$ cat src/rtl/dog7_ram.sv
// ----------------------------------------------------------------------------
// dog7_ram
// generic single-port synchronous ram, read first port, registered read
// ----------------------------------------------------------------------------
module dog7_ram #(
    parameter int WIDTH = 8,
    parameter int DEPTH = 256
) (
    input  logic                     i_clk,
    input  logic                     i_we,
    input  logic [$clog2(DEPTH)-1:0] i_addr,
    input  logic [WIDTH-1:0]         i_wdata,
    output logic [WIDTH-1:0]         o_rdata
);

    logic [WIDTH-1:0] r_mem [DEPTH];
    logic [WIDTH-1:0] r_rdata;

    always_ff @(posedge i_clk) begin
        if (i_we) begin
            r_mem[i_addr] <= i_wdata;
        end
        r_rdata <= r_mem[i_addr];
    end

    assign o_rdata = r_rdata;

endmodule

$ cat config.mk
export PLATFORM = sky130hd
export DESIGN_NAME = dog7_ram
export DESIGN_NICKNAME = d
export VERILOG_FILES = /design/src/rtl/dog7_ram.sv
export SDC_FILE = /design/constraint.sdc
export NUM_CORES = 2
export LEC_CHECK = 0
export BUFFER_PORTS_ARGS = -buffer_cell sky130_fd_sc_hd__buf_2
export CORE_ASPECT_RATIO = 1.4
export CORE_MARGIN = 1
export CORE_UTILIZATION = 55
export DETAILED_ROUTE_END_ITERATION = 7
export PLACE_DENSITY = 0.74
export SETUP_SLACK_MARGIN = 0.15
export SLEW_MARGIN = 20
export SYNTH_ARGS = -nofsm -noshare
export SYNTH_HDL_FRONTEND = slang
export SYNTH_SLANG_ARGS = --single-unit
$ cat constraint.sdc
create_clock -name i_clk -period 3.4 [get_ports i_clk]
set_input_delay 0.68 -clock i_clk [delete_from_list [all_inputs] [get_ports i_clk]]
set_output_delay 0.68 -clock i_clk [all_outputs]
set_load 0.005 [all_outputs]
==> impl_metrics.env <==
export IMPL_status="finished clean"
export IMPL_timing_critical_path_mode_cell="buf_4"
export IMPL_finalPower_w=0.0505
export IMPL_p_comb_share_pct=5.0
export IMPL_relSlewSlack_pct=38.1
export IMPL_place_hpwl_um=118000
export IMPL_dp_cells=5704
export IMPL_fin_cells=6030
export IMPL_viasPerCell=6.49
export IMPL_pin_count=26
export IMPL_p_leak_nw=28.2
export IMPL_grt_pass1_wl_um=276000
export IMPL_fin_skew_ps=28.6
export IMPL_irDropWorstVdd_v=0.000397
export IMPL_synth_xor_area_share_pct=0
export IMPL_cp_max_fo=44
export IMPL_hold_violations=0
export IMPL_maxCapViolCount=0
export IMPL_ys_warn_count=0
export IMPL_final_layout_size_suffix_gt1_share_pct=30.5
export IMPL_p_clk_share_pct=39.6
export IMPL_worstMarginPinSlew_ps=916
export IMPL_critPathKind="input port to flip-flop"
export IMPL_track_usage_pct=26.8
export IMPL_finalCritPeriodShare_pct=88.5
export IMPL_drcViolationCount=0
export IMPL_cts_buffers=178
export IMPL_avgSynthCellArea_um2=22.1
export IMPL_crit_buf_inv=4
export IMPL_cts_setup_buffers=0
export IMPL_hp_class="input port to flip-flop"
export IMPL_timing_critical_path_cells="buf_8 -> buf_12 -> buf_4 -> mux4_2 -> a22oi_1 -> a21oi_1 -> o41ai_1 -> buf_4 -> nand4_1"
export IMPL_die_area_um2=144000
export IMPL_crit_path_start_kind="input port"
export IMPL_grt_overflow=0
export IMPL_synth_compound_area_share_pct=3.62
export IMPL_layout_nets=4005
export IMPL_synth_top_family_by_area="multiplexers"
export IMPL_grt_pass1_vias=40300
export IMPL_place_gp_congestion=0.885
export IMPL_cts_root_buf="clkbuf_16"
export IMPL_ant_nets=0
export IMPL_p_per_area_nw_per_um2=561
export IMPL_die_x_um=321
export IMPL_first_pass_iters=6
export IMPL_clock_latency_ps=820
export IMPL_routed_wl_um=191000
export IMPL_ctsHoldBuffers=0
export IMPL_synthCells=3547
export IMPL_start_util_pct=55.5
export IMPL_ys_ff_latch=2056
export IMPL_antenna_found_initial=6
export IMPL_yosysSeqAreaShare_pct=78.6
export IMPL_htreeDepth=4
export IMPL_fmax_mhz=332
export IMPL_critPathMaxStageDelay_ps=840
export IMPL_setup_viol=0
export IMPL_row_count=163
export IMPL_rsz0062_at_grt="false"
export IMPL_swShare_pct=20.8
export IMPL_cp_end_kind="flip-flop"
export IMPL_p_int_w=0.0400
export IMPL_p_switching_w=0.0105
export IMPL_synthDistinctLibCells=22
export IMPL_cp_top_family="buffers and inverters"
export IMPL_synth_fa_ha_area_share_pct=0
export IMPL_p_seq_share_pct=55.4
export IMPL_cts_resized=0
export IMPL_yosys_area_share_simple_pct=1.73
export IMPL_area_growth_pct=14.7
export IMPL_fillCellCount=8832
export IMPL_wl_per_cell_um=31.7
export IMPL_cpMaxStageDelayCell="o41ai_1"
export IMPL_cts_tree="yes"
export IMPL_portBuffers=25
export IMPL_grt_max_degree=110
export IMPL_core_area_um2=141000
export IMPL_clock_sinks=2056
export IMPL_dieHeight_um=449
export IMPL_muxShareOfSynthArea_pct=14.7
export IMPL_cp_arrival_ps=3690
export IMPL_drt_iter0_drc=4604
export IMPL_maxSlewViolCount=0
export IMPL_cts_path_max_buffers=3
export IMPL_syn_cell_area_um2=78500
export IMPL_dr_total_vias=39200
export IMPL_period_needed_ps=3010
export IMPL_syn_nets=3565
export IMPL_clkTransAtPathRegs_ps=60
export IMPL_required_ps=4080
## worst paths after layout
kind             endpoint  slack, ps          start  depth (start not counted)
max            o_rdata[0]        390      i_addr[0]                          9
min          r_mem[16][3]        430     i_wdata[3]                          1
max reg2reg    o_rdata[0]        700  r_mem[186][0]                          6
min reg2reg    o_rdata[2]       1050   r_mem[51][2]                          5
## layout by cell type (no fill, tap or decap), drive strengths merged, types with 3 or more instances in the layout
cell      instances
clkinvlp          5
nor3             30
o41ai            32
edfxtp         2048
bufinv           15
nor2b             7
nand2b            6
nand3            13
mux4            512
nor2            232
nand4             8
clkinv           67
buf             484
diode             5
clkbuf          236
and2              3
nand2            28
inv               7
dfxtp             8
a22oi           256
a21oi           128
## synthesized netlist by cell type
library cell / number / area, um^2
nand4_1: 8 / 50.1
buf_1: 19 / 71.3
buf_4: 16 / 120
a21oi_1: 128 / 641
and2_1: 3 / 18.8
nor2_1: 232 / 871
buf_2: 36 / 180
inv_1: 1 / 3.75
or2_2: 2 / 12.5
edfxtp_1: 2048 / 61500
nand2b_1: 6 / 37.5
or3_1: 1 / 6.26
nor2b_1: 7 / 43.8
a22oi_1: 256 / 1920
nor3_1: 30 / 150
nand2_1: 28 / 105
nand3_1: 13 / 65.1
o41ai_1: 32 / 280
mux4_2: 512 / 11500
dfxtp_1: 8 / 160
clkbuf_1: 145 / 544
buf_6: 16 / 180
## flip-flops by register name (all words and copies together) (netlist names)
signal   cells
r_mem     2048
o_rdata      8
## cell families after synthesis
group	count (synthesis)
compound gates	416
buf+inv	233
flops	2056
mux	512
simple gates	330
## power groups by stage
stage          logic (W)  registers [W]  clock network, W
2_1_floorplan    0.00124         0.0285                 0
3_3_place_gp     0.00247         0.0285                 0
3_5_place_dp     0.00252         0.0285                 0
4_1_cts          0.00253         0.0280            0.0202
5_1_grt          0.00263         0.0280            0.0211
6_report         0.00253         0.0280            0.0200
## routing by layer
metal,track usage (%),routed length [um]
met2,45.2,98700
met4,13.4,10100
met3,4.54,16100
met1,33.7,66100
met5,0,49
## worst reg2reg max path: cells and delay by family, from the launching register on
| kind | cells | cell delay [ps] |
|---|---|---|
| buf+inv | 1 | 290 |
| compound gates | 3 | 1340 |
| flops | 1 | 380 |
| simple gates | 1 | 100 |
| mux | 1 | 490 |
## per-stage QoR
step	instance area [um^2]	TNS (ps)	hold slack (ps)	setup slack, ps	utilization [%]
finish	90100	0	431	392	63.7
global placement	84300	-2620	1030	-1340	59.7
global route	90100	0	448	398	63.7
detailed placement	84300	-1700	1010	-452	59.7
floorplan	78500	0	779	501	-
CTS	90000	0	432	410	63.7
## cell type report
| class | instances | area (um^2) | share of cell area [%] |
|---|---|---|---|
| flip-flops and latches | 2056 | 61700 | 68.5 |
| multi-input cells | 1258 | 15800 | 17.5 |
| clock buffers | 228 | 4800 | 5.33 |
| repair buffers | 492 | 4530 | 5.03 |
| well taps | 1897 | 2370 | 2.64 |
| clock inverters | 93 | 905 | 1.00 |
| diodes | 5 | 12.5 | 0.0139 |
| inverters | 1 | 3.75 | 0.00417 |
Note: power is estimated with default switching activity, not from simulation.
