<file path="src/rtl/dog7_pkg.sv">
// ----------------------------------------------------------------------------
// dog7_pkg
// shared constants, types and kernel weights of the 7x7 derivative-of-gaussian
// gradient unit
// ----------------------------------------------------------------------------
package dog7_pkg;

    // frame store geometry
    localparam int MAX_COLUMNS = 512;
    localparam int MAX_ROWS    = 512;
    localparam int ADDR_W      = $clog2(MAX_COLUMNS * MAX_ROWS);

    // field widths
    localparam int COL_W = 9;
    localparam int ROW_W = 9;
    localparam int PIX_W = 8;
    localparam int CFG_W = 10;
    localparam int OUT_W = 23;

    // window
    localparam int WIN   = 7;
    localparam int HALF  = 3;
    localparam int IDX_W = 3;
    localparam logic [IDX_W-1:0] IDX_LAST = IDX_W'(WIN - 1);

    // signed window coordinate: holds center + HALF, a negative offset and any limit
    localparam int MAX_DIM = (MAX_COLUMNS > MAX_ROWS) ? MAX_COLUMNS : MAX_ROWS;
    localparam int DIM_W   = ($clog2(MAX_DIM) > CFG_W) ? $clog2(MAX_DIM) : CFG_W;
    localparam int CRD_W   = DIM_W + 2;

    // weights and products
    localparam int WGT_W = 13;
    localparam int PRD_W = PIX_W + 1 + WGT_W;

    // input item codes
    localparam logic MODE_WRITE = 1'b0;
    localparam logic MODE_QUERY = 1'b1;

    // configuration register indexes
    localparam int   CFG_IDX_W        = 1;
    localparam logic REG_IMAGE_WIDTH  = 1'b0;
    localparam logic REG_IMAGE_HEIGHT = 1'b1;

    // horizontal kernel x 10000, [window row][window column]; vertical is the transpose
    localparam logic signed [WGT_W-1:0] DOG_W [WIN][WIN] = '{
        '{  -13'sd2,   -13'sd13,   -13'sd30, 13'sd0,   13'sd30,   13'sd13,   13'sd2 },
        '{ -13'sd20,  -13'sd161,  -13'sd360, 13'sd0,  13'sd360,  13'sd161,  13'sd20 },
        '{ -13'sd89,  -13'sd719, -13'sd1612, 13'sd0, 13'sd1612,  13'sd719,  13'sd89 },
        '{-13'sd146, -13'sd1186, -13'sd2658, 13'sd0, 13'sd2658, 13'sd1186, 13'sd146 },
        '{ -13'sd89,  -13'sd719, -13'sd1612, 13'sd0, 13'sd1612,  13'sd719,  13'sd89 },
        '{ -13'sd20,  -13'sd161,  -13'sd360, 13'sd0,  13'sd360,  13'sd161,  13'sd20 },
        '{  -13'sd2,   -13'sd13,   -13'sd30, 13'sd0,   13'sd30,   13'sd13,   13'sd2 }
    };

    // one window tap on its way from the address sequencer to the accumulator
    typedef struct packed {
        logic             valid;
        logic             first;
        logic             last;
        logic [IDX_W-1:0] ri;
        logic [IDX_W-1:0] ci;
    } t_tap;

    // largest legal coordinate for a size register: zero acts as one, capped at maximum
    function automatic logic signed [CRD_W-1:0] size_limit(input logic [CFG_W-1:0] sz,
                                                           input int maximum);
        int s;
        s = int'(sz);
        if (s < 1) begin
            s = 1;
        end
        if (s > maximum) begin
            s = maximum;
        end
        return CRD_W'(s - 1);
    endfunction

endpackage

</file>
<file path="src/rtl/dog7_mac.sv">
// ----------------------------------------------------------------------------
// dog7_mac
// weights each window pixel by both kernels, registers the products and
// accumulates them; the finished pair is held, its strobe high for one cycle
// ----------------------------------------------------------------------------
module dog7_mac import dog7_pkg::*; (
    input  logic                    i_clk,
    input  logic                    i_rst_n,
    input  t_tap                    i_tap,
    input  logic [PIX_W-1:0]        i_pixel,
    output logic                    o_pending,
    output logic                    o_valid,
    output logic signed [OUT_W-1:0] o_grad_x,
    output logic signed [OUT_W-1:0] o_grad_y
);

    logic signed [PIX_W:0]   px;
    logic signed [WGT_W-1:0] wx;
    logic signed [WGT_W-1:0] wy;

    logic                    r_prd_valid;
    logic                    r_prd_first;
    logic                    r_prd_last;
    logic signed [PRD_W-1:0] r_prod_x;
    logic signed [PRD_W-1:0] r_prod_y;
    logic signed [OUT_W-1:0] r_acc_x;
    logic signed [OUT_W-1:0] r_acc_y;
    logic                    r_out_valid;
    logic signed [OUT_W-1:0] r_grad_x;
    logic signed [OUT_W-1:0] r_grad_y;

    logic signed [OUT_W-1:0] n_acc_x;
    logic signed [OUT_W-1:0] n_acc_y;

    always_comb begin
        px = $signed({1'b0, i_pixel});
        wx = DOG_W[i_tap.ri][i_tap.ci];
        wy = DOG_W[i_tap.ci][i_tap.ri];
        n_acc_x = r_prd_first ? OUT_W'(r_prod_x) : r_acc_x + OUT_W'(r_prod_x);
        n_acc_y = r_prd_first ? OUT_W'(r_prod_y) : r_acc_y + OUT_W'(r_prod_y);
    end

    always_ff @(posedge i_clk) begin
        if (!i_rst_n) begin
            r_prd_valid <= 1'b0;
            r_out_valid <= 1'b0;
        end else begin
            r_prd_valid <= i_tap.valid;
            r_out_valid <= r_prd_valid && r_prd_last;
        end
    end

    always_ff @(posedge i_clk) begin
        r_prd_first <= i_tap.first;
        r_prd_last  <= i_tap.last;
        r_prod_x    <= px * wx;
        r_prod_y    <= px * wy;
        if (r_prd_valid) begin
            r_acc_x <= n_acc_x;
            r_acc_y <= n_acc_y;
        end
        if (r_prd_valid && r_prd_last) begin
            r_grad_x <= n_acc_x;
            r_grad_y <= n_acc_y;
        end
    end

    assign o_pending = r_prd_valid;
    assign o_valid   = r_out_valid;
    assign o_grad_x  = r_grad_x;
    assign o_grad_y  = r_grad_y;

endmodule

</file>
<file path="config.mk">
export PLATFORM = sky130hd
export DESIGN_NAME = dog7_mac
export DESIGN_NICKNAME = d
export VERILOG_FILES = /design/src/rtl/dog7_pkg.sv /design/src/rtl/dog7_mac.sv
export SDC_FILE = /design/constraint.sdc
export NUM_CORES = 1
export LEC_CHECK = 0
export ABC_CLOCK_PERIOD_IN_PS = 7850
export BUFFER_PORTS_ARGS = -buffer_cell sky130_fd_sc_hd__clkbuf_2
export CORE_AREA = 3 3 137 239
export CTS_BUF_LIST = sky130_fd_sc_hd__clkbuf_8
export DETAILED_ROUTE_END_ITERATION = 7
export DIE_AREA = 0 0 140 242
export PLACE_DENSITY = 0.72
export SLEW_MARGIN = 20
export SYNTH_ARGS = -nofsm -noshare
export SYNTH_HDL_FRONTEND = slang
export SYNTH_SLANG_ARGS = --single-unit
</file>
<file path="constraint.sdc">
create_clock -name i_clk -period 7.85 [get_ports i_clk]
set_input_delay 1.1775 -clock i_clk [delete_from_list [all_inputs] [get_ports i_clk]]
set_output_delay 1.1775 -clock i_clk [all_outputs]
set_load 0.05 [all_outputs]
</file>
==> out/results.md <==
Global route
* **GRT Total Usage** 0.2059
* **via count of the first global-routing pass** 12300
* **maximum number of pins on one net before global-route repair** 97
* **GRT met2 Usage** 0.3903
* **peak-usage layer in the global routing report** met2
* **met3 Track Usage GR** 0.01975
* **initial antenna violation count** 1
* **wire length of the first global-routing pass** 57.86 mm
* **met1 Use GR** 0.2300
* **Remaining Overflow, GRT** 0

Yosys
* **number of synthesis warnings** 0
* **cell area after synthesis** 0.01539 mm2
* **number of distinct library cells after synthesis** 76
* **main flop type after synthesis** sky130_fd_sc_hd__edfxtp_1
* **Area contributors post-synth** sky130_fd_sc_hd__fa_1, sky130_fd_sc_hd__edfxtp_1, sky130_fd_sc_hd__ha_1, sky130_fd_sc_hd__inv_1, sky130_fd_sc_hd__dfxtp_1
* **count of flip-flops with a built-in enable after synthesis** 92
* **share of synthesized registers carrying an async set or reset** 0
* **syn nets** 2004
* **portion of synthesized cell area occupied by the leading cell type** 0.2211
* **number of flip-flops and latches in the synthesized netlist** 140
* **per-instance average area after synthesis** 9.223 um2
* **post-synth top area cell** sky130_fd_sc_hd__fa_1
* **Post-Synthesis Cells** 1669
* **post-synthesis sequential area ratio** 0.2419

Drt
* **Final ANT Viol Nets** 0
* **DRC violation total after the first TritonRoute iteration** 637
* **first-pass iteration count of the detailed router** 8
* **DRC violation count after routing** 0
* **total vias in the final route** 11690
* **post-DR vias/cell** 5.504
* **Wirelength per Cell** 16.11 um
* **drt total wl** 34.21 mm

Placed design
* **final RePlAce weighted congestion** 0.9300
* **quantity of I/O buffers inserted on ports** 66
* **number of instances in the placed design** 2090
* **dpl cell area** 0.01613 mm2
* **placed wire-length estimate after detailed placement** 27.85 mm
* **worst setup timing slack at the placement stage** 0.6675 ns

STA
* **post-layout worst setup margin** 1.103 ns
* **Hold Vio Cnt, Final** 0
* **total setup violations reported at the end of the flow** 0
* **Least-Margin Pin Slew** 1.114 ns
* **final sum of negative setup slack** 0 ns
* **RSZ-0062 raised after global routing** false
* **worst setup skew after layout** 0.01542 ns
* **Final Hold Slack** 0.4972 ns
* **worst max-slew margin expressed relative to the limit** 0.2507
* **number of max-slew violations in the final report** 0
* **crit share post-route** 0.8595
* **fin crit period** 6.747 ns
* **maximum clock frequency** 0.1482 GHz

Setup path
* **largest incremental delay on the critical path** 0.56 ns
* **Crit path top cell by count** sky130_fd_sc_hd__fa_1
* **sequence of cells on the critical path** clkbuf_2, clkinv_1, ha_1, a21oi_1, o21bai_1, mux4_2, and2_1, fa_1, inv_1, fa_1, inv_1, fa_1, fa_1, ha_1, o21a_1, o21ai_0, nand2_1, o31a_1, a21o_1, o41a_1, xor2_1
* **kind of start point of the critical path** input pin
* **cell at the slowest stage of the critical path** sky130_fd_sc_hd__mux4_2
* **critical path data arrival time** 7.09 ns
* **Crit path required time** 8.19 ns
* **startpoint of the most critical setup path** i_tap[1]
* **r2r startpoint** r_prod_x[0]
* **Worst Path Max Fanout** 15
* **type of the setup path with the least slack** in2reg
* **Crit. End Element** register

Power and ir drop
* **maximum vdd drop** 270.0 uV
* **sum of internal, switching and leakage power** 5.762 mW
* **power density over the cells** 348.5 mW/mm2
* **leakage power figure** 7.937 nW

Floorplanning
* **# rows** 85
* **Initial Utilization** 0.4991
* **die extent in x** 140 um
* **Die Footprint** 0.03388 mm2
* **num ports** 67
* **Core ar.** 0.03084 mm2
* **vertical die dimension** 242 um

CTS
* **CTS tree** done
* **clock latency on the worst-skew pair** 0.45 ns
* **TritonCTS buffer count** 17
* **CTS Root Cell** sky130_fd_sc_hd__clkbuf_8
* **clock input transition at the sequential cells of the worst setup and hold paths** 0.08 ns
* **Post-CTS Setup Repair Bufs** 0
* **cts repair resizes** 0
* **count of hold buffers inserted by post-cts repair** 0
* **buffer depth of the longest clock path** 2
* **CTS sink count** 140
* **CTS HTree Levels** 4

Finish
* **Layout Utilization** 0.5360
* **number of nets at the end of the flow** 2053
* **# fillers** 2871
* **area growth from synthesis to layout** 7.389%
* **most common cell after layout, fill and taps aside** sky130_fd_sc_hd__inv_1
* **share of post-route cells with drive strength above 1** 0.08261
* **final design instance area without fill** 0.01653 mm2
* **commonest cells after routing, fill and taps aside** sky130_fd_sc_hd__inv_1, sky130_fd_sc_hd__fa_1, sky130_fd_sc_hd__nand2_1, sky130_fd_sc_hd__ha_1, sky130_fd_sc_hd__nor2_1
* **count of placed standard cells in the final layout, fillers left out** 2123

Worst hold path
* **worst min-delay path category** reg2reg
* **critical hold path startpoint** r_prd_last

Outcome
* **run status** finished, final reports clean

Job
* **maximum capacitance violations** 0

## where the power goes
group          switching [mW]  internal (mW)  total [mW]
clock                   0.294          0.288       0.582
combinational            2.30           1.65        3.94
sequential              0.119           1.12        1.24
## per-layer routing
metal  wire length (um)  part of all wire  vias to the layer above
li1                   -                 -                     5612
met1              13150              0.38                     5696
met2              18550              0.54                      293
met3               1180             0.034                       84
met4               1330             0.039                        0
met5                  0                 0                        -
## logic make-up after synthesis
| group | Yosys count | share of synthesized area |
|---|---|---|
| AND/OR/NAND/NOR | 471 | 0.1469 |
| buffers and inverters | 334 | 0.08258 |
| XOR/XNOR | 64 | 0.03641 |
| multiplexers | 21 | 0.01512 |
| adder cells (fa/ha/maj) | 317 | 0.3404 |
| flip-flops | 140 | 0.2419 |
| AO/OA/AOI/OAI | 322 | 0.1367 |
## synth_stat cells, types with 33 or more instances
cell,count
sky130_fd_sc_hd__edfxtp_1,92
sky130_fd_sc_hd__and2_1,88
sky130_fd_sc_hd__clkbuf_1,33
sky130_fd_sc_hd__a21o_1,39
sky130_fd_sc_hd__ha_1,146
sky130_fd_sc_hd__fa_1,170
sky130_fd_sc_hd__a21oi_1,81
sky130_fd_sc_hd__inv_1,275
sky130_fd_sc_hd__nand2_1,159
sky130_fd_sc_hd__o21ai_0,71
sky130_fd_sc_hd__xnor2_1,39
sky130_fd_sc_hd__dfxtp_1,48
sky130_fd_sc_hd__nor2_1,109
## flip-flops by register name, indices dropped and copies added (netlist names)
signal       cells
o_grad_x        23
o_grad_y        23
o_pending        1
o_valid          1
r_acc_x         23
r_acc_y         23
r_prd_first      1
r_prd_last       1
r_prod_x        22
r_prod_y        22
## critical path: cells and delay by family
kind	cells	cell delay (ns)
simple gates	2	0.31
fa+ha+maj	6	2.52
buf+inv	4	0.83
compound gates	7	1.54
mux	1	0.56
xor+xnor	1	0.14
## area by class of cell
class,count,area [um2],area share
Sequential cell,140,3726,0.2254
Multi-Input combinational cell,1195,10400,0.6292
Inverter,281,1055,0.06381
Timing Repair Buffer,83,457.9,0.02770
Tap cell,391,489.2,0.02959
Clock buffer,17,234.0,0.01415
Antenna cell,1,2.502,0.0001514
Clock inverter,15,165.2,0.009991
## final timing paths
path	endpoint	slack [ns]	depth (start not counted)
hold / removal	o_valid	0.50	1
setup reg to reg	o_grad_x[16]	4.99	10
hold reg to reg	o_valid	0.50	1
setup / recovery	r_prod_y[18]	1.10	21
(Power assumes the default switching activity.)
