===== src/rtl/dog7_pkg.sv =====
// ----------------------------------------------------------------------------
// dog7_pkg
// shared constants, types and kernel weights of the 7x7 derivative-of-gaussian
// gradient unit
// ----------------------------------------------------------------------------
package dog7_pkg;

    // frame store geometry
    localparam int MAX_COLUMNS = 512;
    localparam int MAX_ROWS    = 512;
    localparam int ADDR_W      = $clog2(MAX_COLUMNS * MAX_ROWS);

    // field widths
    localparam int COL_W = 9;
    localparam int ROW_W = 9;
    localparam int PIX_W = 8;
    localparam int CFG_W = 10;
    localparam int OUT_W = 23;

    // window
    localparam int WIN   = 7;
    localparam int HALF  = 3;
    localparam int IDX_W = 3;
    localparam logic [IDX_W-1:0] IDX_LAST = IDX_W'(WIN - 1);

    // signed window coordinate: holds center + HALF, a negative offset and any limit
    localparam int MAX_DIM = (MAX_COLUMNS > MAX_ROWS) ? MAX_COLUMNS : MAX_ROWS;
    localparam int DIM_W   = ($clog2(MAX_DIM) > CFG_W) ? $clog2(MAX_DIM) : CFG_W;
    localparam int CRD_W   = DIM_W + 2;

    // weights and products
    localparam int WGT_W = 13;
    localparam int PRD_W = PIX_W + 1 + WGT_W;

    // input item codes
    localparam logic MODE_WRITE = 1'b0;
    localparam logic MODE_QUERY = 1'b1;

    // configuration register indexes
    localparam int   CFG_IDX_W        = 1;
    localparam logic REG_IMAGE_WIDTH  = 1'b0;
    localparam logic REG_IMAGE_HEIGHT = 1'b1;

    // horizontal kernel x 10000, [window row][window column]; vertical is the transpose
    localparam logic signed [WGT_W-1:0] DOG_W [WIN][WIN] = '{
        '{  -13'sd2,   -13'sd13,   -13'sd30, 13'sd0,   13'sd30,   13'sd13,   13'sd2 },
        '{ -13'sd20,  -13'sd161,  -13'sd360, 13'sd0,  13'sd360,  13'sd161,  13'sd20 },
        '{ -13'sd89,  -13'sd719, -13'sd1612, 13'sd0, 13'sd1612,  13'sd719,  13'sd89 },
        '{-13'sd146, -13'sd1186, -13'sd2658, 13'sd0, 13'sd2658, 13'sd1186, 13'sd146 },
        '{ -13'sd89,  -13'sd719, -13'sd1612, 13'sd0, 13'sd1612,  13'sd719,  13'sd89 },
        '{ -13'sd20,  -13'sd161,  -13'sd360, 13'sd0,  13'sd360,  13'sd161,  13'sd20 },
        '{  -13'sd2,   -13'sd13,   -13'sd30, 13'sd0,   13'sd30,   13'sd13,   13'sd2 }
    };

    // one window tap on its way from the address sequencer to the accumulator
    typedef struct packed {
        logic             valid;
        logic             first;
        logic             last;
        logic [IDX_W-1:0] ri;
        logic [IDX_W-1:0] ci;
    } t_tap;

    // largest legal coordinate for a size register: zero acts as one, capped at maximum
    function automatic logic signed [CRD_W-1:0] size_limit(input logic [CFG_W-1:0] sz,
                                                           input int maximum);
        int s;
        s = int'(sz);
        if (s < 1) begin
            s = 1;
        end
        if (s > maximum) begin
            s = maximum;
        end
        return CRD_W'(s - 1);
    endfunction

endpackage


===== src/rtl/dog7_seq.sv =====
// ----------------------------------------------------------------------------
// dog7_seq
// window address sequencer: walks the 7x7 window one tap a cycle, clamps
// each coordinate to the image and issues the frame store read address
// ----------------------------------------------------------------------------
module dog7_seq import dog7_pkg::*; (
    input  logic              i_clk,
    input  logic              i_rst_n,
    input  logic              i_go,
    input  logic [COL_W-1:0]  i_column,
    input  logic [ROW_W-1:0]  i_row,
    input  logic [CFG_W-1:0]  i_width,
    input  logic [CFG_W-1:0]  i_height,
    output logic [ADDR_W-1:0] o_addr,
    output t_tap              o_tap,
    output logic              o_active
);

    logic                    r_active;
    logic [IDX_W-1:0]        r_ri;
    logic [IDX_W-1:0]        r_ci;
    logic signed [CRD_W-1:0] r_ctr_c;
    logic signed [CRD_W-1:0] r_ctr_r;
    logic signed [CRD_W-1:0] r_lim_c;
    logic signed [CRD_W-1:0] r_lim_r;
    logic                    r_tap_valid;
    logic                    r_tap_first;
    logic                    r_tap_last;
    logic [IDX_W-1:0]        r_tap_ri;
    logic [IDX_W-1:0]        r_tap_ci;

    logic signed [CRD_W-1:0] crd_c;
    logic signed [CRD_W-1:0] crd_r;
    logic signed [CRD_W-1:0] cl_c;
    logic signed [CRD_W-1:0] cl_r;
    logic                    at_first;
    logic                    at_last;

    always_comb begin
        crd_c = r_ctr_c + $signed(CRD_W'(r_ci)) - $signed(CRD_W'(HALF));
        crd_r = r_ctr_r + $signed(CRD_W'(r_ri)) - $signed(CRD_W'(HALF));
        // edge replication
        cl_c  = (crd_c < 0) ? '0 : ((crd_c > r_lim_c) ? r_lim_c : crd_c);
        cl_r  = (crd_r < 0) ? '0 : ((crd_r > r_lim_r) ? r_lim_r : crd_r);
        at_first = (r_ri == '0) && (r_ci == '0);
        at_last  = (r_ri == IDX_LAST) && (r_ci == IDX_LAST);
    end

    assign o_addr = ADDR_W'(unsigned'(cl_r)) * ADDR_W'(MAX_COLUMNS)
                  + ADDR_W'(unsigned'(cl_c));

    always_ff @(posedge i_clk) begin
        if (!i_rst_n) begin
            r_active    <= 1'b0;
            r_ri        <= '0;
            r_ci        <= '0;
            r_tap_valid <= 1'b0;
        end else begin
            r_tap_valid <= r_active;
            if (i_go) begin
                r_active <= 1'b1;
                r_ri     <= '0;
                r_ci     <= '0;
            end else if (r_active) begin
                if (r_ci == IDX_LAST) begin
                    r_ci <= '0;
                    r_ri <= r_ri + 1'b1;
                end else begin
                    r_ci <= r_ci + 1'b1;
                end
                if (at_last) begin
                    r_active <= 1'b0;
                end
            end
        end
    end

    // payload, no reset
    always_ff @(posedge i_clk) begin
        if (i_go) begin
            r_ctr_c <= $signed(CRD_W'(i_column));
            r_ctr_r <= $signed(CRD_W'(i_row));
            r_lim_c <= size_limit(i_width, MAX_COLUMNS);
            r_lim_r <= size_limit(i_height, MAX_ROWS);
        end
        r_tap_first <= at_first;
        r_tap_last  <= at_last;
        r_tap_ri    <= r_ri;
        r_tap_ci    <= r_ci;
    end

    always_comb begin
        o_tap.valid = r_tap_valid;
        o_tap.first = r_tap_first;
        o_tap.last  = r_tap_last;
        o_tap.ri    = r_tap_ri;
        o_tap.ci    = r_tap_ci;
    end

    assign o_active = r_active;

endmodule


===== config.mk =====
export PLATFORM = sky130hd
export DESIGN_NAME = dog7_seq
export DESIGN_NICKNAME = d
export VERILOG_FILES = /design/src/rtl/dog7_pkg.sv /design/src/rtl/dog7_seq.sv
export SDC_FILE = /design/constraint.sdc
export NUM_CORES = 1
export LEC_CHECK = 0
export BUFFER_PORTS_ARGS = -buffer_cell sky130_fd_sc_hd__buf_4
export CELL_PAD_IN_SITES_DETAIL_PLACEMENT = 0
export CELL_PAD_IN_SITES_GLOBAL_PLACEMENT = 1
export CORE_AREA = 2 2 109 111
export DETAILED_ROUTE_END_ITERATION = 12
export DIE_AREA = 0 0 111 113
export PLACE_DENSITY_LB_ADDON = 0.3
export SLEW_MARGIN = 20
export SYNTH_ARGS = -nofsm -noshare
export SYNTH_HDL_FRONTEND = slang
export SYNTH_SLANG_ARGS = --single-unit

===== constraint.sdc =====
create_clock -name i_clk -period 6 [get_ports i_clk]
set_clock_uncertainty 0.1 [all_clocks]
set_input_delay 1.2 -clock i_clk [delete_from_list [all_inputs] [get_ports i_clk]]
set_output_delay 1.2 -clock i_clk [all_outputs]
set_load 0.1 [all_outputs]

==> results of run 1 <==
Yosys cell counts (all sizes together), types with 2 or more instances:
cell     instances
inv             62
ha              57
edfxtp          42
nor2            34
a21oi           32
o21ai           25
nand2           17
dfxtp           16
xnor2           16
nand3           11
nor3            11
a21o            10
o21a            10
mux2i            9
nor2b            9
nand4            8
o31ai            7
xor2             6
a211oi           5
a311oi           5
a31oi            5
and3             5
buf              5
nand2b           5
nor4             5
o21bai           5
or2              4
and2             3
clkbuf           3
fa               3
o211a            3
o211ai           3
o311ai           3
a2111oi          2
and4             2
mux2             2
or3              2
per-layer routing:
metal	track usage	share of wire
met5	0	0
met1	0.206	0.44
met3	0.0220	0.032
met4	0.0750	0.023
met2	0.300	0.50
per-stage QoR:
stage               hold slack (ns)  setup slack [ns]   util  TNS, ns  power, mW
floorplan                     0.254            -0.736      -    -2.94       1.33
global placement              0.348            -0.279  0.494   -0.925       1.61
detailed placement            0.348            -0.359  0.494    -1.41       1.62
CTS                           0.358            -0.561  0.536    -3.28       2.24
global route                  0.383            -0.834  0.542    -5.16       2.36
finish                        0.357            -0.551  0.542    -3.10       2.25
registers in the layout, indices dropped and copies added (netlist names):
| signal | count |
|---|---|
| r_tap_ci | 3 |
| r_ci | 3 |
| r_tap_ri | 3 |
| r_lim_c | 12 |
| r_ctr_r | 9 |
| r_lim_r | 12 |
| r_tap_valid | 1 |
| r_tap_last | 1 |
| r_ctr_c | 9 |
| o_active | 1 |
| r_tap_first | 1 |
| r_ri | 3 |
layout make-up:
| cell class | instances | area (µm²) |
|---|---|---|
| sequential | 58 | 1580 |
| inverter | 62 | 233 |
| timing repair buffer | 125 | 1030 |
| clock buffer | 13 | 293 |
| multi-input combinational | 339 | 2790 |
| fill | 1001 | 5160 |
| clock inverter | 3 | 16.3 |
| tap | 143 | 179 |
critical path, stage by stage, from the launching register on:
cell,delay (ns)
sky130_fd_sc_hd__edfxtp_1,0.37
sky130_fd_sc_hd__ha_1,0.30
sky130_fd_sc_hd__ha_2,0.19
sky130_fd_sc_hd__fa_2,0.35
sky130_fd_sc_hd__a21o_1,0.20
sky130_fd_sc_hd__a21oi_2,0.17
sky130_fd_sc_hd__o21ai_1,0.08
sky130_fd_sc_hd__o211a_1,0.14
sky130_fd_sc_hd__buf_4,0.13
sky130_fd_sc_hd__buf_4,0.13
sky130_fd_sc_hd__nor2_1,0.15
sky130_fd_sc_hd__ha_1,0.26
sky130_fd_sc_hd__and4_4,0.20
sky130_fd_sc_hd__a41oi_2,0.19
sky130_fd_sc_hd__or2_1,0.18
sky130_fd_sc_hd__o31a_4,0.20
sky130_fd_sc_hd__mux2i_1,0.26
sky130_fd_sc_hd__nor2_2,0.09
sky130_fd_sc_hd__fa_2,0.37
sky130_fd_sc_hd__a21o_1,0.20
sky130_fd_sc_hd__and3_4,0.21
sky130_fd_sc_hd__o2111ai_4,0.08
sky130_fd_sc_hd__mux2i_4,0.28
sky130_fd_sc_hd__buf_12,0.19
what timing repair did:
item                                    CTS  global route
setup buffers                             6             5
hold buffers                              0             0
resized for setup                        30             9
endpoints found under the setup margin    8             8
pin swaps                                14             9
final timing paths:
| kind | to | slack [ns] | cells after the start |
|---|---|---|---|
| min reg2reg | r_tap_ri[0] | 0.36 | 1 |
| max reg2reg | o_active | 4.64 | 7 |
| max | o_addr[17] | -0.55 | 23 |
| min | r_tap_ri[0] | 0.36 | 1 |
kinds of logic after synthesis:
group	Yosys count	synth area share
AOI/OAI and AO/OA	122	0.190
xor gates and xnor gates	22	0.0436
adders and majority gates	60	0.175
buffers and inverters	70	0.0637
DFF	58	0.358
muxes	11	0.0283
other	1	0.000848
and+or+nand+nor	120	0.141
power by group:
group	switching [mW]	total (mW)	internal [mW]
clock network	0.180	0.520	0.340
registers	0.0160	0.478	0.462
logic	0.785	1.26	0.471
total	0.981	2.25	1.27
==> results.txt, run 1 <==
- Clk buf depth: 2
- Top-level port count: 69
- The total overflow left after global routing is 0.
- Floorplan die width: between 100 and 150 µm
- Most common library cell in the layout ignoring fill and taps: sky130_fd_sc_hd__buf_4
* Area of the die: between 10000 and 15000 µm²
* Start point of the critical path: r_ctr_r[1]
- The initial antenna violation count came to 0.
- In the synthesized netlist the dominant register cell turns out to be sky130_fd_sc_hd__edfxtp_1.
- Number of distinct standard cells referenced by the synthesized netlist: 63
- The first detailed-routing pass ran for 6 iterations.
* Startpoint type of the worst setup path: flop
- Derived from the worst setup path, the maximum achievable clock frequency is between 150 and 200 MHz.
- In the global route stage, overall resource usage came out at 0.169.
- Hold path startpoint: r_ri[0]
* Post-placement cell area: about 5600 µm²
- Launch point of the worst reg-to-reg path: r_ri[0]
- The number of global-route vias before repair came to 3713.
- The number of pins with negative max-slew slack in the final report was 0.
* Post-DR vias/cell: a little over 5
- Final weighted congestion of routability-driven global placement: 0.845
* Initial drt markers: between 100 and 150
* Post-route setup slack: -0.551 ns
* Critical Setup Path Class: flop to primary output
* Worst-path maximum fanout: 4
* Total number of nets in the final design: just under 700
- Critical Path AT: between 5 and 6 ns
* Post-Syn Instances: around 460
- The checks that failed: setup timing.
* IO Port Bufs: 68
- H-tree Lvls: 3
* Initial core utilization: 0.392
* Max-cap check violation count: 0
* Largest net degree at the start of global routing: 45
* Avg Synthesized Cell Area: about 9.5 µm²
- At the worst endpoint, the required time is roughly 4.7 ns.
* Hold violation total from the final report: 0
- Clock-pin slew was measured on the worst setup and hold paths at ~0.060 ns.
- After synthesis the cells add up to 4420 µm².
- Syn-to-layout area delta: 38.3%
- Sort of element at the end of the critical path: primary output
- Routed vias: around 3800
- Unrepaired setup endpoints after global routing: true
- Clock tree from TritonCTS: built
* Worst min-delay path class: flop to flop
- Setup violations remaining at the end of the flow were counted as 7.
- After detailed routing, the average wire length per cell comes to about 14 µm.
- Core region area: about 11000 µm²
- Clk_lat worst skew: 0.32 ns
* # DRC: 0
- After floorplanning, the core was divided into 39 placement rows.
* Global-route wire length before repair: 17200 µm
- For the finished layout, the period the worst path requires is 6.55 ns.
* Die H: between 100 and 150 µm
- Ratio of cells with drive above 1 in the final layout: 0.330
- Once detail routing completed, the nets flagged for antenna violations numbered 0.
* Leak pwr: approximately 2.8 nW
* Maximum vdd drop: between 0.4 and 0.5 mV
* Dominant cell type by area after synthesis: sky130_fd_sc_hd__edfxtp_1
- Summing all non-filler instances in the final layout gives an area of 6110 µm².
- Clk sinks: 58
- Clock root buffer: sky130_fd_sc_hd__clkbuf_16
* Status: finished, violations left
* Worst-margin pin slew: 0.570 ns
- Count of state elements after synthesis: between 50 and 60
- Summed over all nets, the half-perimeter wirelength after detailed placement is a little over 8000 µm.
- Yosys Warn Count: 0
* Remaining max-slew budget at the tightest pin: 0.617
* Count of flip-flops with a built-in enable after synthesis: 42
- Fraction of the yosys area taken by sequential cells: 0.358
- Synth top area share: 0.285
- In this run, CTS created clock tree buffers numbering 9.
* Fraction of the cycle the final worst path needs: 1.09
* Non-filler cells, final: approximately 740
- Commonest non-fill, non-tap cells in the layout: sky130_fd_sc_hd__buf_4, sky130_fd_sc_hd__inv_1, sky130_fd_sc_hd__ha_1, sky130_fd_sc_hd__edfxtp_1, sky130_fd_sc_hd__nor2_1
* Leading cell types by total area after synthesis: sky130_fd_sc_hd__edfxtp_1, sky130_fd_sc_hd__ha_1, sky130_fd_sc_hd__dfxtp_1
* Ys async rst share: 0
- Wire length reported by the detailed router: approximately 11000 µm
- Dividing total power by cell area gives a power density of between 300 and 400 nW/µm².
- Cell count after placement: just over 700
- Final antenna diode count: 0
No activity file was read; power rests on OpenSTA's default activity.
==> inputs of run 2 (changes only) <==
- CORE_AREA: 2 2 109 111 -> 4 4 111 113
- CTS_CLUSTER_DIAMETER: not set -> 120
- DIE_AREA: 0 0 111 113 -> 0 0 115 117
- PLACE_DENSITY: not set -> 0.8
- PLACE_DENSITY_LB_ADDON: 0.3 -> not set
==> results.txt, run 2 (synthesis results as in run 1) <==
* Commonest non-fill, non-tap cells in the layout: sky130_fd_sc_hd__buf_4, sky130_fd_sc_hd__inv_1, sky130_fd_sc_hd__ha_1, sky130_fd_sc_hd__edfxtp_1, sky130_fd_sc_hd__nor2_1
- The global placer's final weighted congestion is 0.883 (+4.6%).
- Status: finished, violations left
- Worst path top cell family by delay: adder cells
- The maximum VDD drop is 0.334 mV (-21%).
* Core region area: 11300 µm² (+0.43%)
- The wire length of the first global-routing pass came to 18100 µm (+4.9%).
* Worst-case register-to-register setup slack: 4.61 ns (-0.03 ns)
- The transition time of the tightest slew-check pin came to 0.577 ns (+0.00740 ns).
- The share of cells above drive strength 1 was 0.337 (+0.00721).
- Walking the worst path, the cells encountered are ha_1 > ha_2 > fa_2 > a21o_1 > a21oi_2 > buf_4 > o21bai_1 > a211oi_1 > nor2_1 > ha_1 > and4_4 > a41oi_2 > or2_1 > o31a_4 > a21oi_2 > nor2_2 > ha_2 > fa_2 > a21o_1 > and3_4 > o2111ai_4 > mux2i_4 > buf_12.
- Floorplan die width: 115 µm (+3.6%)
- The worst hold path begins at r_ri[0].
* Fraction of the cycle the final worst path needs: 1.10 (+0.00961)
- The total iterations of the first detailed-routing run was 4 (-2).
* Leak pwr: 2.79 nW (+0.17%)
* Number of buffers created by CTS: 9 (unchanged)
- The count of max-cap constraint violations came to 0 (unchanged).
- The number of global-route vias before repair was 3801 (+2.4%).
* Syn-to-layout area delta: 39.0%
- Worst hold stages: 1 (unchanged)
- The maximum count of clock buffers along a single path came to 2 (unchanged).
- Critical Setup Path Class: flop to primary output
- Slowest Stage Delay on Critical Path: 0.36 ns (about the same)
* Clk_lat worst skew: 0.33 ns (about the same)
- Sort of element at the end of the critical path: primary output
* Startpoint type of the worst setup path: flop
- Die H: 117 µm (+3.5%)
* Initial drt markers: 134 (unchanged)
- Terminating pin of the worst hold path: r_tap_ri[0]
- The clock input transition at the sequential cells of the worst setup and hold paths is 0.05 ns (about the same).
- Top-level port count: 69 (unchanged)
* All-layer global routing usage: 0.172 (+0.00241)
- The shortest period the worst path allows was 6.61 ns (+0.0576 ns).
* Post-route ant nets: 0 (unchanged)
- The final reports fail on setup timing.
* IO Port Bufs: 68 (unchanged)
* Highest Clock Rate: 151 MHz (-0.87%)
* # DRC: 0 (unchanged)
- Final hold slack: 0.359 ns (+0.00204 ns)
- The worst reg2reg path depth came to 7 (unchanged).
- Std-Cell Rows: 39 (unchanged)
* Clock root buffer: sky130_fd_sc_hd__clkbuf_16
- Total number of nets in the final design: 698 (+0.29%)
* Placement Setup Slack: -0.486 ns (-0.127 ns)
- Post-route setup slack: -0.608 ns (-0.0576 ns)
- The critical path required time was 4.70 ns (about the same).
- Number of buffer and inverter instances along the worst setup path: 2 (-1)
* H-tree Lvls: 3 (unchanged)
* R2r endpoint: o_active
- Largest net degree at the start of global routing: 45 (unchanged)
- Worst min-delay path class: flop to flop
- Non-filler cells, final: 745 (+0.27%)
- Worst-path maximum fanout: 5 (+1)
* Clock tree from TritonCTS: built
- The number of sinks on the clock net was 58 (unchanged).
- The total wirelength of the detailed-routed design is 11100 µm (+4.1%).
- The antenna diode count was 0 (unchanged).
- Wire per inst: 14.9 µm (+3.8%)
- Unrepaired setup endpoints after global routing: true
- Total negative slack for setup checks: -3.12 ns (-0.0206 ns)
- Biggest regs: r_lim_c: 12 flops, r_lim_r: 12 flops
- The number of pins with negative max-slew slack in the final report came to 0 (unchanged).
* Total power divided by cell area: 364 nW/µm² (-1.2%)
- Detail Placement HPWL: 8710 µm (+5.9%)
- The initial standard-cell utilization of the core was 0.391 (-0.00169).
- Setup Viol. Count Final: 8 (+1)
- Most common library cell in the layout ignoring fill and taps: sky130_fd_sc_hd__buf_4
* Remaining max-slew budget at the tightest pin: 0.615 (-0.00143)
- Post-DR vias/cell: 5.16 (+0.31%)
* Cell with the largest stage delay on the worst path: sky130_fd_sc_hd__edfxtp_1
- Overflow after GRT: 0 (unchanged)
- Launch point of the worst reg-to-reg path: r_ri[0]
- The total via count in the routed design is 3843 (+0.58%).
- Critical Path AT: 5.31 ns (+0.06 ns)
- The initial antenna violation count is 0 (unchanged).
- The final count of hold timing violations came to 0 (unchanged).
* Cell count after placement: 718 (+0.28%)
* Area of the die: 13500 µm² (+7.3%)
[run 2: cell count changes in the layout (fill, tap and decap cells not counted), sizes merged]
cell	change
inv	-1
buf	+2
clkbuf	+1
[run 2: how the worst max path moves through the flow]
stage | slack, ns | cells past startpoint | end | from
CTS | -0.65 | 23 | o_addr[17] | r_ctr_c[1]
finish | -0.61 | 23 | o_addr[17] | r_ctr_r[1]
global route | -0.79 | 23 | o_addr[17] | r_ctr_c[1]
global placement | -0.28 | 23 | o_addr[17] | r_ctr_c[1]
floorplan | -0.74 | 24 | o_addr[13] | r_ctr_r[1]
detailed placement | -0.49 | 23 | o_addr[17] | r_ctr_c[1]
[run 2: layer usage]
layer | vias to the layer above | global-route usage | part of all wire
met5 | - | 0 | 0
met4 | 0 | 0.0673 | 0.026
met3 | 21 | 0.0458 | 0.041
met2 | 73 | 0.277 | 0.47
met1 | 1803 | 0.220 | 0.46
li1 | 1946 | - | -
[run 2: timing repair]
item / CTS / global route
pin swaps: 10 / 23
endpoints found under the setup margin: 8 / 10
resized for setup: 31 / 14
setup buffers: 5 / 7
gates cloned: 0 / 0
hold buffers: 0 / 0
[run 2: layout make-up]
class	instances	area (µm²)
Clock buffer	14	275
Sequential cell	58	1580
Inverter	62	233
Multi-Input combinational cell	339	2820
Tap cell	143	179
Fill cell	1028	5170
Timing Repair Buffer	127	1050
Clock inverter	2	10.0
[run 2: stage by stage]
stage	area [µm²]	power (mW)	util
2_1_floorplan	4580	1.33	-
3_3_place_gp	5580	1.60	0.493
3_5_place_dp	5580	1.62	0.493
4_1_cts	6040	2.22	0.533
5_1_grt	6150	2.35	0.543
6_report	6150	2.24	0.543
[run 2: report_power, final]
part | switching [mW] | internal (mW) | leakage [nW]
clock | 0.176 | 0.314 | 0.142
combinational | 0.792 | 0.478 | 2.11
sequential | 0.0167 | 0.463 | 0.541
total | 0.984 | 1.26 | 2.79
